**src/rtl/core/tprc_ram.sv**
```systemverilog
// ----------------------------------------------------------------------------
// tprc_ram
// Generic simple dual-port RAM: one write port, one read port, registered read.
// ----------------------------------------------------------------------------
module tprc_ram #(
  parameter int Width = 8,
  parameter int Depth = 16
) (
  input  logic                     clk_i,
  input  logic                     we_i,
  input  logic [$clog2(Depth)-1:0] waddr_i,
  input  logic [Width-1:0]         wdata_i,
  input  logic [$clog2(Depth)-1:0] raddr_i,
  output logic [Width-1:0]         rdata_o
);

  logic [Width-1:0] mem_q [Depth];

  always_ff @(posedge clk_i) begin
    if (we_i) begin
      mem_q[waddr_i] <= wdata_i;
    end
    rdata_o <= mem_q[raddr_i];
  end

endmodule

```
**config.mk**
```make
export PLATFORM = sky130hd
export DESIGN_NAME = tprc_ram
export DESIGN_NICKNAME = d
export VERILOG_FILES = /design/src/rtl/core/tprc_ram.sv
export SDC_FILE = /design/constraint.sdc
export NUM_CORES = 1
export LEC_CHECK = 0
export ABC_AREA = 1
export BUFFER_PORTS_ARGS = -buffer_cell sky130_fd_sc_hd__buf_2
export CAP_MARGIN = 5
export CORE_MARGIN = 10
export CORE_UTILIZATION = 35
export DETAILED_ROUTE_END_ITERATION = 8
export HOLD_SLACK_MARGIN = 0.12
export PLACE_DENSITY = 0.59
export SETUP_SLACK_MARGIN = 0.2
export SYNTH_ARGS = -nofsm -noshare
export SYNTH_HDL_FRONTEND = slang
export SYNTH_SLANG_ARGS = --single-unit
```
**constraint.sdc**
```tcl
create_clock -name clk_i -period 2.7 [get_ports clk_i]
set_input_delay 0.27 -clock clk_i [delete_from_list [all_inputs] [get_ports clk_i]]
set_output_delay 0.27 -clock clk_i [all_outputs]
set_load 0.05 [all_outputs]
```
==> flow_metrics.tcl <==
set metrics [dict create \
    outcome "finished clean" \
    drt_pass1_iterations 5 \
    coreArea_sq_um 16000 \
    cpLargestDelayFamily "flip-flops" \
    ys_types 12 \
    fin_skew_ps 3.585 \
    fin_nets 596 \
    wire_per_inst_um 15.99 \
    drv_slew 0 \
    setup_viol 0 \
    critPathSlowestCell "dfxtp_1" \
    endpoint_kind "output port" \
    globalRoute.totalOverflow 0 \
    cp-start-kind "flip-flop" \
    cp.arrival_ps 1000 \
    drtIter0Drc 316 \
    rsz0062_at_grt "no" \
    hpwl_mm 8.113 \
    ir_drop_v 0.0005615 \
    grt_usage 0.1231 \
    cts_tree "done" \
    final_cell_mix "nand2_1 (173), edfxtp_1 (128), inv_1 (100)" \
    num_rows 46 \
    period_minus_slack_ps 1274 \
    synth.top_cell.area_share 0.6665 \
    diodes 0 \
    yosys.area.top_type "edfxtp_1" \
    cts_resized 0 \
    yosysSeqAreaShare 0.6943 \
    synthCells 551 \
    layout_commonest_cell "nand2_1" \
    initial_core_util 0.3604 \
    post_cts_buffers 0 \
    cellLeakagePower_nw 2.827 \
    max_cap_viol_count 0 \
    syn_avg_cell_area_sq_um 10.47 \
    gp_congestion 0.8066 \
    grt_pass1_wl_mm 20.80 \
    clk_path_buf_depth 2 \
    numCtsBuffers 17 \
    drc 0 \
    yosysWarnings 0 \
    cp_max_fo 1 \
    finalSetupTns_ps 0 \
    viasPerCell 4.610 \
    powerDensity_nw_per_um2 731.8 \
    grt_pass1_vias 3858 \
    grt_max_degree 65 \
    cpPeakStageDelay_ps 310 \
    crit_buf_inv 1 \
    antenna_found_initial 0 \
    drive_gt1_frac 0.1066 \
    hold_class "input port to flip-flop" \
    synth.area.top_cells "edfxtp_1 (67%), nand2_1 (11%), nand3_1 (8.4%)" \
    power_mw 4.840 \
    syn2layout_area_growth_pct 14.69 \
    clk_pin_slew_ps 60 \
    maxSlewHeadroom 0.3799 \
    cp.required_ps 2430 \
    worst_slew_pin_slew_ps 926.7 \
    timing.critical_path.cells "buf_2" \
    cts.hold.buffers_added 0 \
    num_vias 3720 \
    root_buffer "clkbuf_16" \
    post-route-period-util 0.4719 \
    fmax_mhz 784.8 \
    hold_violations 0 \
    ant_nets 0 \
    drt-total-wl_mm 12.90 \
    h-tree-depth 4 \
    dieArea_sq_um 22010 \
    io_buffer_count 25 \
    io_pins 26 \
    ys_ff_latch 136 \
    whs_ps 238.1 \
    clock_sinks 136 \
    worstSkewPairLatency_ps 420 \
    die_h_um 148.4 \
    crit_type "flip-flop to output port" \
    netlist_area_sq_um 5767 \
    die_w_um 148.4 \
    syn_nets 569 \
]
## through the flow
step	instances	setup WS (ps)	area [sq um]	util
after global routing	807	1349	6614	0.4134
after global placement	775	1000	6061	0.3788
after CTS	807	1405	6614	0.4134
after detailed placement	775	962.6	6061	0.3788
after floorplan	551	1479	5767	-
final	807	1426	6614	0.4134
## cells in the mapped netlist, drive strengths merged
library cell	number
buf	24
dfxtp	8
edfxtp	128
inv	102
nand2	173
nand3	97
nand3b	2
nor2	17
## tightest hold or removal path, delay by kind of cell
kind	cells	cell delay, ps
AND/OR/NAND/NOR	2	150
buffers and inverters	1	180
## flip-flops by register name, indices dropped and copies added, names as in the netlist
name,cells
rdata_o,8
mem_q,128
## worst paths after layout
path	slack, ps	cells past startpoint	startpoint	end
min reg2reg	660	6	mem_q[11][6]	rdata_o[6]
max reg2reg	1660	6	mem_q[15][2]	rdata_o[2]
max	1430	1	rdata_o[1]	rdata_o[1]
min	240	3	raddr_i[3]	rdata_o[6]
## final cells by class
cell class	count	area, sq um
Clock buffer	23	478.0
Clock inverter	9	75.07
Inverter	102	382.9
Fill cell	1584	9387
Tap cell	216	270.3
Timing Repair Buffer	32	190.2
Sequential cell	136	4004
Multi-Input combinational cell	289	1214
## cell families (layout without fill, tap and decap cells)
logic type | Yosys count | after routing | share of synthesized area
buffers and inverters | 126 | 166 | 0.09525
and+or+nand+nor | 289 | 289 | 0.2105
DFF | 136 | 136 | 0.6943
## per-layer routing
metal | vias up | wire length (um) | GRT usage
met4 | 0 | 341 | 0.06392
met3 | 24 | 769 | 0.02397
li1 | 1824 | - | -
met2 | 126 | 6038 | 0.2011
met5 | - | 0 | 0
met1 | 1746 | 5754 | 0.1515
## power by group
group,internal (mW),switching (mW)
clock,1.33,0.817
sequential,2.36,0.0119
combinational,0.0792,0.244
total,3.77,1.07
(Power assumes the default switching activity.)
